===== src/rtl/fms_pkg.sv =====
`default_nettype none
// ----------------------------------------------------------------------------
// fms_pkg: shared types and codes for the flight mode sequencer
// Item and result beats, threshold registers, and mode/LED/action codes.
// ----------------------------------------------------------------------------
package fms_pkg;

	// Configuration port address width (four 32-bit registers)
	localparam int CFG_ADDR_W = 4;

	// Mode codes
	localparam logic [3:0] MODE_STARTUP   = 4'd0;
	localparam logic [3:0] MODE_GYRO      = 4'd1;
	localparam logic [3:0] MODE_ESC_START = 4'd2;
	localparam logic [3:0] MODE_LF        = 4'd3;
	localparam logic [3:0] MODE_RF        = 4'd4;
	localparam logic [3:0] MODE_RR        = 4'd5;
	localparam logic [3:0] MODE_LR        = 4'd6;
	localparam logic [3:0] MODE_STOP      = 4'd7;
	localparam logic [3:0] MODE_STARTING  = 4'd8;
	localparam logic [3:0] MODE_FLIGHT    = 4'd9;

	// LED commands
	localparam logic [2:0] LED_KEEP  = 3'd0;
	localparam logic [2:0] LED_OFF   = 3'd1;
	localparam logic [2:0] LED_ON    = 3'd2;
	localparam logic [2:0] LED_B250  = 3'd3;
	localparam logic [2:0] LED_B500  = 3'd4;
	localparam logic [2:0] LED_B1000 = 3'd5;

	// Requested actions
	localparam logic [2:0] ACT_NONE      = 3'd0;
	localparam logic [2:0] ACT_GYRO      = 3'd1;
	localparam logic [2:0] ACT_ESC_START = 3'd2;
	localparam logic [2:0] ACT_ESC_CHAN  = 3'd3;
	localparam logic [2:0] ACT_STOP      = 3'd4;
	localparam logic [2:0] ACT_RESET     = 3'd5;
	localparam logic [2:0] ACT_FLY       = 3'd6;

	// ESC channels
	localparam logic [1:0] CHAN_LF = 2'd0;
	localparam logic [1:0] CHAN_RF = 2'd1;
	localparam logic [1:0] CHAN_RR = 2'd2;
	localparam logic [1:0] CHAN_LR = 2'd3;

	// Threshold register reset values
	localparam logic [11:0] STICK_LOW_RST   = 12'd1012;
	localparam logic [11:0] CENTRE_LOW_RST  = 12'd1488;
	localparam logic [11:0] CENTRE_HIGH_RST = 12'd1512;
	localparam logic [11:0] STICK_HIGH_RST  = 12'd1988;

	typedef struct packed {
		logic        gyro_request_prev;
		logic        gyro_request_now;
		logic        esc_request_prev;
		logic        esc_request_now;
		logic        push_button;
		logic        gyro_cal_finished;
		logic        esc_cal_finished;
		logic [11:0] yaw_stick;
		logic [11:0] throttle_stick;
	} fms_item_t;

	typedef struct packed {
		logic [3:0] mode_now;
		logic [2:0] led_a_cmd;
		logic [2:0] led_b_cmd;
		logic [2:0] action;
		logic [1:0] esc_channel;
	} fms_result_t;

	typedef struct packed {
		logic [11:0] stick_low_limit;
		logic [11:0] centre_low_limit;
		logic [11:0] centre_high_limit;
		logic [11:0] stick_high_limit;
	} fms_cfg_t;

	typedef struct packed {
		logic [3:0] mode;
		logic       esc_done;
	} fms_state_t;

endpackage
`default_nettype wire


===== src/rtl/fms_cfg_regs.sv =====
`default_nettype none
// ----------------------------------------------------------------------------
// fms_cfg_regs: stick threshold registers
// APB-style write/read of the four 12-bit stick limits.
// ----------------------------------------------------------------------------
module fms_cfg_regs
	import fms_pkg::*;
(
	input  wire logic                  clk,
	input  wire logic                  arst_n,
	input  wire logic                  psel,
	input  wire logic                  penable,
	input  wire logic                  pwrite,
	input  wire logic [CFG_ADDR_W-1:0] paddr,
	input  wire logic [31:0]           pwdata,
	output logic      [31:0]           prdata,
	output fms_cfg_t                   cfg
);

	localparam logic [1:0] REG_STICK_LOW   = 2'd0;
	localparam logic [1:0] REG_CENTRE_LOW  = 2'd1;
	localparam logic [1:0] REG_CENTRE_HIGH = 2'd2;
	localparam logic [1:0] REG_STICK_HIGH  = 2'd3;

	fms_cfg_t   cfg_q;
	logic [1:0] reg_idx;
	logic       wr_en;
	logic [11:0] rd_val;

	assign reg_idx = paddr[3:2];
	assign wr_en   = psel && penable && pwrite;

	// Register writes, access phase only
	always_ff @(posedge clk or negedge arst_n) begin
		if (!arst_n) begin
			cfg_q.stick_low_limit   <= STICK_LOW_RST;
			cfg_q.centre_low_limit  <= CENTRE_LOW_RST;
			cfg_q.centre_high_limit <= CENTRE_HIGH_RST;
			cfg_q.stick_high_limit  <= STICK_HIGH_RST;
		end else if (wr_en) begin
			unique case (reg_idx)
				REG_STICK_LOW:   cfg_q.stick_low_limit   <= pwdata[11:0];
				REG_CENTRE_LOW:  cfg_q.centre_low_limit  <= pwdata[11:0];
				REG_CENTRE_HIGH: cfg_q.centre_high_limit <= pwdata[11:0];
				REG_STICK_HIGH:  cfg_q.stick_high_limit  <= pwdata[11:0];
				default:         cfg_q <= cfg_q;
			endcase
		end
	end

	// Read mux
	always_comb begin
		unique case (reg_idx)
			REG_STICK_LOW:   rd_val = cfg_q.stick_low_limit;
			REG_CENTRE_LOW:  rd_val = cfg_q.centre_low_limit;
			REG_CENTRE_HIGH: rd_val = cfg_q.centre_high_limit;
			REG_STICK_HIGH:  rd_val = cfg_q.stick_high_limit;
			default:         rd_val = 12'd0;
		endcase
	end

	assign prdata = {20'd0, rd_val};
	assign cfg    = cfg_q;

endmodule
`default_nettype wire


===== src/rtl/fms_mode_logic.sv =====
`default_nettype none
// ----------------------------------------------------------------------------
// fms_mode_logic: next mode and tick outputs
// Combinational mode transition, LED commands, action and ESC channel.
// ----------------------------------------------------------------------------
module fms_mode_logic
	import fms_pkg::*;
(
	input  wire fms_state_t state,
	input  wire fms_item_t  item,
	input  wire fms_cfg_t   cfg,
	output fms_state_t      state_next,
	output fms_result_t     result
);

	logic raised;
	logic yaw_low;
	logic yaw_centred;
	logic yaw_high;
	logic gyro_fall;
	logic esc_fall;

	// Stick compares and switch edges
	assign raised      = item.throttle_stick >= cfg.stick_low_limit;
	assign yaw_low     = item.yaw_stick <= cfg.stick_low_limit;
	assign yaw_centred = (item.yaw_stick >= cfg.centre_low_limit) &&
	                     (item.yaw_stick <= cfg.centre_high_limit);
	assign yaw_high    = item.yaw_stick >= cfg.stick_high_limit;
	assign gyro_fall   = item.gyro_request_prev && !item.gyro_request_now;
	assign esc_fall    = item.esc_request_prev && !item.esc_request_now;

	always_comb begin
		state_next         = state;
		result.led_a_cmd   = LED_KEEP;
		result.led_b_cmd   = LED_KEEP;
		result.action      = ACT_NONE;
		result.esc_channel = CHAN_LF;

		unique case (state.mode)
			MODE_STARTUP: begin
				if (gyro_fall) begin
					state_next.mode  = MODE_GYRO;
					result.led_a_cmd = LED_OFF;
				end else begin
					result.led_a_cmd = LED_B500;
				end
			end
			MODE_GYRO: begin
				result.action = ACT_GYRO;
				if (item.gyro_cal_finished) begin
					state_next.mode  = MODE_STOP;
					result.led_b_cmd = LED_OFF;
				end else begin
					result.led_b_cmd = LED_B500;
				end
			end
			MODE_ESC_START: begin
				result.action = ACT_ESC_START;
				if (item.push_button) state_next.mode = MODE_LF;
			end
			MODE_LF: begin
				result.action      = ACT_ESC_CHAN;
				result.esc_channel = CHAN_LF;
				if (item.esc_cal_finished) begin
					state_next.mode  = MODE_RF;
					result.led_a_cmd = LED_ON;
				end
			end
			MODE_RF: begin
				result.action      = ACT_ESC_CHAN;
				result.esc_channel = CHAN_RF;
				if (item.esc_cal_finished) begin
					state_next.mode  = MODE_RR;
					result.led_a_cmd = LED_OFF;
					result.led_b_cmd = LED_ON;
				end
			end
			MODE_RR: begin
				result.action      = ACT_ESC_CHAN;
				result.esc_channel = CHAN_RR;
				if (item.esc_cal_finished) begin
					state_next.mode  = MODE_LR;
					result.led_a_cmd = LED_ON;
				end
			end
			MODE_LR: begin
				result.action      = ACT_ESC_CHAN;
				result.esc_channel = CHAN_LR;
				if (item.esc_cal_finished) begin
					state_next.mode     = MODE_STOP;
					state_next.esc_done = 1'b1;
				end
			end
			MODE_STOP: begin
				// ESC calibration is offered once per reset
				if (!state.esc_done && esc_fall) begin
					state_next.mode  = MODE_ESC_START;
					result.led_a_cmd = LED_OFF;
					result.led_b_cmd = LED_OFF;
				end else begin
					result.led_a_cmd = LED_B1000;
					result.led_b_cmd = LED_B1000;
					if (yaw_low && raised) state_next.mode = MODE_STARTING;
				end
			end
			MODE_STARTING: begin
				if (yaw_centred && raised) begin
					state_next.mode = MODE_FLIGHT;
					result.action   = ACT_RESET;
				end else begin
					result.led_a_cmd = LED_B500;
					result.led_b_cmd = LED_B500;
				end
			end
			MODE_FLIGHT: begin
				if (yaw_high && raised) begin
					state_next.mode = MODE_STOP;
					result.action   = ACT_STOP;
				end else begin
					result.led_a_cmd = LED_B250;
					result.led_b_cmd = LED_B250;
					result.action    = ACT_FLY;
				end
			end
			default: begin
				// unused codes hold and report nothing
			end
		endcase

		result.mode_now = state_next.mode;
	end

endmodule
`default_nettype wire


===== src/rtl/flight_mode_sequencer.sv =====
`default_nettype none
// ----------------------------------------------------------------------------
// flight_mode_sequencer: quadcopter flight mode sequencer
// Stages: a beat in the input register moves to the result register when that
// register is free (two register stages: input register, result register).
// Throughput: one beat per cycle while result_stall is low; the mode register
// updates as a beat moves from the input register to the result register.
// Reset: mode returns to startup, ESC-calibration-done clears, thresholds take
// their defaults, both stages empty. No clearing pass.
// ----------------------------------------------------------------------------
module flight_mode_sequencer
	import fms_pkg::*;
(
	input  wire logic                  clk,
	input  wire logic                  arst_n,
	// configuration port
	input  wire logic                  psel,
	input  wire logic                  penable,
	input  wire logic                  pwrite,
	input  wire logic [CFG_ADDR_W-1:0] paddr,
	input  wire logic [31:0]           pwdata,
	output logic      [31:0]           prdata,
	output logic                       pready,
	// item channel
	input  wire logic                  item_valid,
	output logic                       item_stall,
	input  wire fms_item_t             item,
	// result channel
	output logic                       result_valid,
	input  wire logic                  result_stall,
	output fms_result_t                result
);

	fms_cfg_t    cfg;
	fms_state_t  state_q;
	fms_state_t  state_next;
	fms_result_t step_result;
	fms_item_t   item_s1;
	logic        valid_s1;
	fms_result_t result_q;
	logic        result_valid_q;
	logic        advance;
	logic        accept;

	assign pready = 1'b1;

	fms_cfg_regs u_cfg (
		.clk     (clk),
		.arst_n  (arst_n),
		.psel    (psel),
		.penable (penable),
		.pwrite  (pwrite),
		.paddr   (paddr),
		.pwdata  (pwdata),
		.prdata  (prdata),
		.cfg     (cfg)
	);

	fms_mode_logic u_logic (
		.state      (state_q),
		.item       (item_s1),
		.cfg        (cfg),
		.state_next (state_next),
		.result     (step_result)
	);

	// Handshake: the input stage moves whenever the result register frees up
	assign advance    = valid_s1 && (!result_valid_q || !result_stall);
	assign item_stall = valid_s1 && !advance;
	assign accept     = item_valid && !item_stall;

	// Input register
	always_ff @(posedge clk or negedge arst_n) begin
		if (!arst_n) begin
			valid_s1 <= 1'b0;
		end else begin
			valid_s1 <= accept || (valid_s1 && !advance);
		end
	end

	always_ff @(posedge clk) begin
		if (accept) item_s1 <= item;
	end

	// Mode state and result register
	always_ff @(posedge clk or negedge arst_n) begin
		if (!arst_n) begin
			state_q.mode     <= MODE_STARTUP;
			state_q.esc_done <= 1'b0;
			result_valid_q   <= 1'b0;
		end else if (advance) begin
			state_q        <= state_next;
			result_valid_q <= 1'b1;
		end else if (!result_stall) begin
			result_valid_q <= 1'b0;
		end
	end

	always_ff @(posedge clk) begin
		if (advance) result_q <= step_result;
	end

	assign result_valid = result_valid_q;
	assign result       = result_q;

`ifndef SYNTHESIS
	// ESC calibration, once done, stays done until reset
	a_esc_done_sticky: assert property (@(posedge clk) disable iff (!arst_n)
		state_q.esc_done |=> state_q.esc_done)
		else $error("esc calibration done flag cleared");

	// A loaded input stage with room downstream always yields a result beat
	a_stage_moves: assert property (@(posedge clk) disable iff (!arst_n)
		(valid_s1 && !(result_valid_q && result_stall)) |=> result_valid_q)
		else $error("input stage did not advance");

	// Channel only carries meaning during ESC channel calibration
	a_chan_zero: assert property (@(posedge clk) disable iff (!arst_n)
		(result_valid_q && result_q.action != ACT_ESC_CHAN) |->
		(result_q.esc_channel == CHAN_LF))
		else $error("esc channel set outside channel calibration");

	// Reported mode always matches the state register after the beat
	a_mode_track: assert property (@(posedge clk) disable iff (!arst_n)
		advance |=> (result_q.mode_now == state_q.mode))
		else $error("result mode differs from state");
`endif

endmodule
`default_nettype wire

===== config.mk =====
export PLATFORM = sky130hd
export DESIGN_NAME = flight_mode_sequencer
export DESIGN_NICKNAME = d
export VERILOG_FILES = /design/src/rtl/fms_pkg.sv /design/src/rtl/fms_cfg_regs.sv /design/src/rtl/fms_mode_logic.sv /design/src/rtl/flight_mode_sequencer.sv
export SDC_FILE = /design/constraint.sdc
export NUM_CORES = 1
export LEC_CHECK = 0
export BUFFER_PORTS_ARGS = -buffer_cell sky130_fd_sc_hd__buf_2
export CAP_MARGIN = 10
export CORE_ASPECT_RATIO = 1.5
export CORE_MARGIN = 1.5
export CORE_UTILIZATION = 50
export DETAILED_ROUTE_END_ITERATION = 8
export PLACE_DENSITY = 0.77
export SLEW_MARGIN = 20
export SYNTH_ARGS = -nofsm -noshare
export SYNTH_HDL_FRONTEND = slang
export SYNTH_SLANG_ARGS = --single-unit

===== constraint.sdc =====
create_clock -name clk -period 2.15 [get_ports clk]
set_input_delay 0.1075 -clock clk [delete_from_list [all_inputs] [get_ports clk]]
set_output_delay 0.1075 -clock clk [all_outputs]
set_load 0.05 [all_outputs]

==> qor.txt, run 1 <==
Worst-path clk slew: 0.08 ns
# nets final: 807
Uppermost layer routed: met4
Fillcell total: 827
# diodes: 0
Clock Sinks: 101
Relative slew slack: 60.3%
Part of the cycle the worst path needs: 115%
Critical hold path startpoint: pwdata[4]
Critical path's slowest cell: edfxtp_1
Reg2reg start: item_s1[13]$_DFFE_PP_
Pin count of the biggest net entering global routing: 33
Num rows: 48
Ys flop type: edfxtp_1
Starting Density: 51.0%
Worst Path Buf+Inv: 1
Post-Syn Area: 5820 um^2
Area of the multi-input gates: 3010 um^2
Fmax: 403 MHz
Clk pwr share: 24.4%
Ys Warns: 0
Worst hold endpoint: u_cfg.cfg[40]$_DFFE_PN1P_
Syn Area/Cell: 11.3 um^2
DR WL/cell: 19.7 um
PD cells: 904 nW/um^2
Worst-Skew Late Latency: 0.36 ns
Seq pwr share: 37.7%
DRT Pass-1 Iters: 5
Die width: 91.1 um
Critical path class: reg2reg
Worst-path fanout max: 3
DRT met1 WL: 5680 um
Final Skew: 0.0122 ns
#FFs+latches synth: 101
Post-Syn Instances: 517
CP required: 2.36 ns
PortBufs: 80
RSZ-0062 raised after global routing: yes
Post-synth ARST share: 54.5%
Violated checks: negative setup slack
Final design utilization: 67.4%
Max-Cap Viols: 0
Vias per cell: 5.74
Grt ovf: 0
Post-route ant nets: 0
Outcome: finished, violations left
GPL Wtd Cong: 0.926
Fraction of layout cells with a size suffix above 1: 38.9%
Kind of cell adding the most delay to the critical path: compound AO/OA/AOI/OAI gates
Detailed-routed wire length on met2: 8550 um
Netlist cell types: 54
Final hold violation count: 0
Pleak: 0.00334 uW
Reg2Reg Setup Slack: -0.33 ns
Cell Int Power: 4430 uW
Area Growth Syn to Fin: 32.3%
WL met3: 901 um
Worst vdd ir: 0.481 mV
Cell Chain, Critical Path: buf_6 > ha_1 > o21ai_0 > o21ai_1 > a211oi_4 > nor2_4 > or3_4 > o31ai_4
Initial antenna violation count: 0
CP Capture Type: register
Tot Pwr: 6960 uW
Detailed-placement wirelength estimate: 11100 um
Comb power frac: 37.9%
R2r endpoint: result[8]$_DFFE_PP_
Number of global-route vias before repair: 5021
Root buffer cell: clkbuf_16
DRC Markers: 0
Min-Delay Path Depth: 3
Global-route wire length before repair: 24800 um
Routed wire length: 16300 um
Vias: 4754
Core area: 11400 um^2
Chip Height: 135 um
Final setup margin: -0.333 ns
Post-synth EDFFs: 46
Startpoint Class: register
Worst-Margin Slew: 0.596 ns
Switching share of power: 36.3%
Seq. cell area: 2790 um^2
CP peak stage delay: 0.48 ns
Sequential area share after synthesis: 47.9%
Final Critical Period: 2.48 ns
Max-slew violation count: 0
Clock Path Buffers: 2
Die area: 12300 um^2
I/O pin count: 124
Tot GR Track Use: 26.9%
H-tree depth reported by CTS: 3
Initial DRC count: 312
Worst Path Arrival: 2.69 ns
CTS tree: built
Worst hold path class: in2reg
TritonCTS Buffers: 9
Place WS: -0.469 ns
Switch Pwr: 2520 uW
Final Setup Violations: 17
Worst R2R Path Depth: 8
==> logic make-up after synthesis <==
family,after synthesis,synth area share [%]
xor+xnor,1,0.151
fa+ha+maj,60,12.9
mux,39,9.87
simple gates,111,9.34
flops,101,47.9
other cells,2,0.129
buf+inv,94,7.51
compound gates,109,12.2
==> Yosys cell counts, types with 4 or more instances <==
master | n | area (um^2)
buf_4 | 21 | 158
nand3_1 | 10 | 50.1
inv_1 | 53 | 199
dfstp_2 | 24 | 631
buf_2 | 4 | 20.0
nand4_1 | 11 | 68.8
nor2_1 | 15 | 56.3
ha_1 | 60 | 751
o21bai_1 | 4 | 30.0
nand2b_1 | 7 | 43.8
o21ai_0 | 32 | 160
a21oi_1 | 30 | 150
edfxtp_1 | 46 | 1380
mux2_2 | 27 | 304
nand2_1 | 41 | 154
mux4_2 | 12 | 270
a31oi_1 | 4 | 25.0
o211ai_1 | 6 | 45.0
nor3_1 | 7 | 35.0
clkbuf_1 | 13 | 48.8
dfrtp_1 | 31 | 776
==> state kept, by name, indices dropped and copies added, names as in the netlist <==
register	cells
item_s1	31
state_q	5
u_cfg.cfg	48
result	15
valid_s1	1
result_valid	1
==> power by group through the flow <==
stage	Clock, uW	Sequential (uW)	Combinational (uW)
final	1700	2620	2630
after global routing	1760	2650	2810
after CTS	1690	2610	2460
after detailed placement	0	2640	2150
after global placement	0	2620	2080
after floorplan	0	2650	1450
==> worst min-delay path, delay by kind of cell <==
family / cells / cell delay (ns)
buf+inv: 1 / 0.12
compound gates: 1 / 0.07
simple gates: 1 / 0.05
==> cell type report <==
type | instances | share of cell area (%)
inverters | 53 | 2.65
multi-input cells | 341 | 39.1
well taps | 150 | 2.44
repair buffers | 167 | 15.6
clock buffers | 9 | 2.93
clock inverters | 7 | 1.06
flip-flops and latches | 101 | 36.2
==> metrics by stage <==
stage | hold WS [ns] | instance area (um^2) | cells | setup TNS [ns]
after floorplan | -0.188 | 5920 | 536 | -0.151
after global placement | 0.121 | 6620 | 767 | -3.40
after detailed placement | 0.131 | 6620 | 767 | -4.32
after CTS | 0.000200 | 7580 | 825 | -3.25
after global routing | 0.00747 | 7690 | 828 | -4.65
final | 0.00240 | 7690 | 828 | -3.82
==> placed cells by master (no fill, tap or decap), drive strengths merged, types with 9 or more instances in the layout <==
cell type	synthesis	layout
buf	28	130
ha	60	60
inv	53	56
edfxtp	46	46
nand2	41	41
dlygate4sd3	0	37
o21ai	33	33
a21oi	32	32
dfrtp	31	31
mux2	27	27
dfstp	24	24
conb	2	21
nor2	16	16
mux4	12	12
nand4	11	11
nand3	10	10
clkbuf	13	9
==> worst max-delay path by stage <==
stage,from,to,cells past startpoint
2_1_floorplan,u_cfg.cfg[38]$_DFFE_PN1P_,result[8]$_DFFE_PP_,9
3_3_place_gp,u_cfg.cfg[24]$_DFFE_PN0P_,result[11]$_DFFE_PP_,8
3_5_place_dp,u_cfg.cfg[24]$_DFFE_PN0P_,result[11]$_DFFE_PP_,8
5_1_grt,u_cfg.cfg[41]$_DFFE_PN1P_,result[8]$_DFFE_PP_,9
6_report,item_s1[13]$_DFFE_PP_,result[8]$_DFFE_PP_,8
4_1_cts,u_cfg.cfg[41]$_DFFE_PN1P_,result[8]$_DFFE_PP_,9
==> per-layer routing <==
layer | global-route usage, % | up-vias
li1 | - | 2148
met1 | 27.2 | 2275
met2 | 48.1 | 239
met3 | 5.01 | 92
met4 | 21.2 | 0
met5 | 0 | -
==> timing repair <==
action / in CTS / in global routing
pin swaps: 18 / 13
setup buffers: 7 / 3
endpoints found under the hold margin: 45 / 0
resized for setup: 48 / 14
endpoints found under the setup margin: 17 / 17
hold buffers: 37 / 0
No activity file was read; power rests on OpenSTA's default activity.
==> inputs of run 2 (changes only) <==
- CELL_PAD_IN_SITES_DETAIL_PLACEMENT: unset -> 1
- CELL_PAD_IN_SITES_GLOBAL_PLACEMENT: unset -> 2
- CORE_UTILIZATION: 50 -> 32
- PLACE_DENSITY: 0.77 -> unset
- PLACE_DENSITY_LB_ADDON: unset -> 0.1
==> run 2 against run 1 <==
- the run still ends with negative setup slack left
- worst setup slack better by 0.062 ns
- register-to-register slack gained 0.06 ns
- clock power grew 11%
- worst hold slack better by 0.012 ns
- utilization fell by 22 points
- flip-flop and latch count stayed put
- combinational power grew 8.7%
- cell count increased by 11%
- cell area increased by 6.3%
- via count decreased by 2.3%
- critical endpoint is now result[11]$_DFFE_PP_
- largest power group unchanged
==> qor.txt, run 2 (synthesis gave the netlist of run 1 again) <==
Outcome: finished, violations left
Violated checks: negative setup slack
Tot GR Track Use: 19.2% (-7.7 points)
Worst Path Buf+Inv: 2 (+1)
Num rows: 60 (+25%)
Critical path's slowest cell: dfstp_2
CP required: 2.26 ns (-0.10 ns)
Min Hold Slack: 0.0147 ns (+0.0122 ns)
Commonest non-fill, non-tap cell in the layout: buf_2
Pin count of the biggest net entering global routing: 56 (+70%)
Placed cell count: 851 (+11%)
DRC Markers: 0 (unchanged)
Worst Path Arrival: 2.53 ns (-0.16 ns)
Final Critical Period: 2.42 ns (-0.0619 ns)
Final hold violation count: 0 (unchanged)
Die width: 113 um (+24%)
Worst hold path class: in2reg
TritonCTS Buffers: 9 (unchanged)
Worst-Skew Late Latency: 0.35 ns (about the same)
Global-route wire length before repair: 27300 um (+9.9%)
Cell Chain, Critical Path: inv_4 > ha_4 > a211o_1 > a31oi_4 > o31ai_4 > a21oi_4 > buf_6 > o31ai_4 > a221oi_2 > nor2_1
Detailed-placement wirelength estimate: 12700 um (+15%)
Post-route ant nets: 0 (unchanged)
Grt ovf: 0 (unchanged)
Non-Filler Instances: 923 (+11%)
CTS tree: built
Max reg flops: 48 (unchanged)
CP Capture Type: register
CP peak stage delay: 0.56 ns (+0.08 ns)
Kind of cell adding the most delay to the critical path: compound AO/OA/AOI/OAI gates
Most frequent CP cell: o31ai_4
Vias per cell: 5.03 (-12%)
Max-slew violation count: 0 (unchanged)
Pleak: 0.00350 uW (+4.9%)
Root buffer cell: clkbuf_16
Most frequent cells in the layout: buf_2 (80), buf_4 (66), edfxtp_1 (46)
Relative slew slack: 60.8% (+0.55 points)
Number of global-route vias before repair: 4996 (-0.50%)
Starting Density: 32.6% (-18 points)
Critical path class: reg2reg
Worst vdd ir: 0.345 mV (-28%)
Initial DRC count: 131 (-58%)
Fillcell total: 1989 (+140%)
GPL Wtd Cong: 0.818 (-12%)
RSZ-0062 raised after global routing: yes
Final Skew: 0.00771 ns (-0.00454 ns)
Worst-path clk slew: 0.07 ns (about the same)
Fraction of layout cells with a size suffix above 1: 43.1% (+4.1 points)
Routed wire length: 17700 um (+8.3%)
# nets final: 835 (+3.5%)
Clock Path Buffers: 2 (unchanged)
DRT Pass-1 Iters: 6 (+1)
Area of the multi-input gates: 3170 um^2 (+5.5%)
I/O pin count: 124 (unchanged)
Area Growth Syn to Fin: 40.6%
Die area: 19000 um^2 (+55%)
# diodes: 0 (unchanged)
PortBufs: 80 (unchanged)
Seq. cell area: 2790 um^2 (unchanged)
Fmax: 413 MHz (+2.6%)
Part of the cycle the worst path needs: 113% (-2.9 points)
Core area: 17900 um^2 (+57%)
H-tree depth reported by CTS: 3 (unchanged)
Startpoint Class: register
DR WL/cell: 19.2 um (-2.9%)
Vias: 4643 (-2.3%)
Max-Cap Viols: 0 (unchanged)
Worst-Margin Slew: 0.587 ns (-0.00828 ns)
TNS Setup: -3.61 ns (+0.208 ns)
Chip Height: 168 um (+24%)
Clock Sinks: 101 (unchanged)
Final setup margin: -0.271 ns (+0.0619 ns)
Tot Pwr: 7350 uW (+5.7%)
Final Setup Violations: 17 (unchanged)
Initial antenna violation count: 0 (unchanged)
Worst-path fanout max: 3 (unchanged)
PD cells: 899 nW/um^2 (-0.55%)
run 2: cell count changes in the layout (fill, tap and decap cells not counted), sizes merged:
cell / change
buf: +25
bufinv: +2
clkinvlp: -1
dlygate4sd3: +3
clkbuf: +1
inv: -2
run 2: final cells by class:
class	instances	share of cell area [%]
well taps	217	3.32
repair buffers	195	17.2
clock inverters	6	1.33
inverters	53	2.52
clock buffers	10	2.80
multi-input cells	341	38.8
flip-flops and latches	101	34.1
run 2: path summary, 6_finish.rpt:
kind | startpoint | to | slack (ns) | depth (start not counted)
setup / recovery | u_cfg.cfg[38]$_DFFE_PN1P_ | result[11]$_DFFE_PP_ | -0.27 | 10
hold / removal | result_stall | result_valid$_DFFE_PN0P_ | 0.01 | 3
setup reg to reg | u_cfg.cfg[38]$_DFFE_PN1P_ | result[11]$_DFFE_PP_ | -0.27 | 10
hold reg to reg | state_q[0]$_DFFE_PN0P_ | state_q[0]$_DFFE_PN0P_ | 0.48 | 1
max in group asynchronous | arst_n | u_cfg.cfg[10]$_DFFE_PN1P_ | 1.52 | 3
min in group asynchronous | arst_n | u_cfg.cfg[27]$_DFFE_PN0P_ | 0.27 | 3
run 2: power by group:
part	internal, uW	leakage, uW	switching (uW)
registers	2410	0.00107	199
logic	1270	0.00226	1590
clock network	1140	0.000167	754
total	4810	0.00350	2540
run 2: through the flow:
step | area, um^2 | util (%) | setup WS, ns
after floorplan | 5920 | - | -0.0766
after global placement | 6820 | 38.2 | -0.587
after detailed placement | 6820 | 38.2 | -0.518
after CTS | 7840 | 43.9 | -0.310
after global routing | 8180 | 45.8 | -0.384
final | 8180 | 45.8 | -0.271
run 2: per-layer routing:
| metal | track usage [%] | routed length, um |
|---|---|---|
| met1 | 19.4 | 6420 |
| met2 | 38.8 | 10400 |
| met3 | 2.45 | 423 |
| met4 | 7.17 | 482 |
| met5 | 0 | 0 |
run 2: timing repair:
item	4_1_cts	5_1_grt
endpoints found under the setup margin	17	17
hold endpoints to repair	72	0
buffers inserted	6	13
pin swaps	17	31
gates cloned	0	0
hold buffers	40	0
gates resized for setup	50	44
run 2: tightest hold or removal path: stages:
cell and delay (ns):
buf_2 0.09, nand2_1 0.07, nand2b_1 0.07
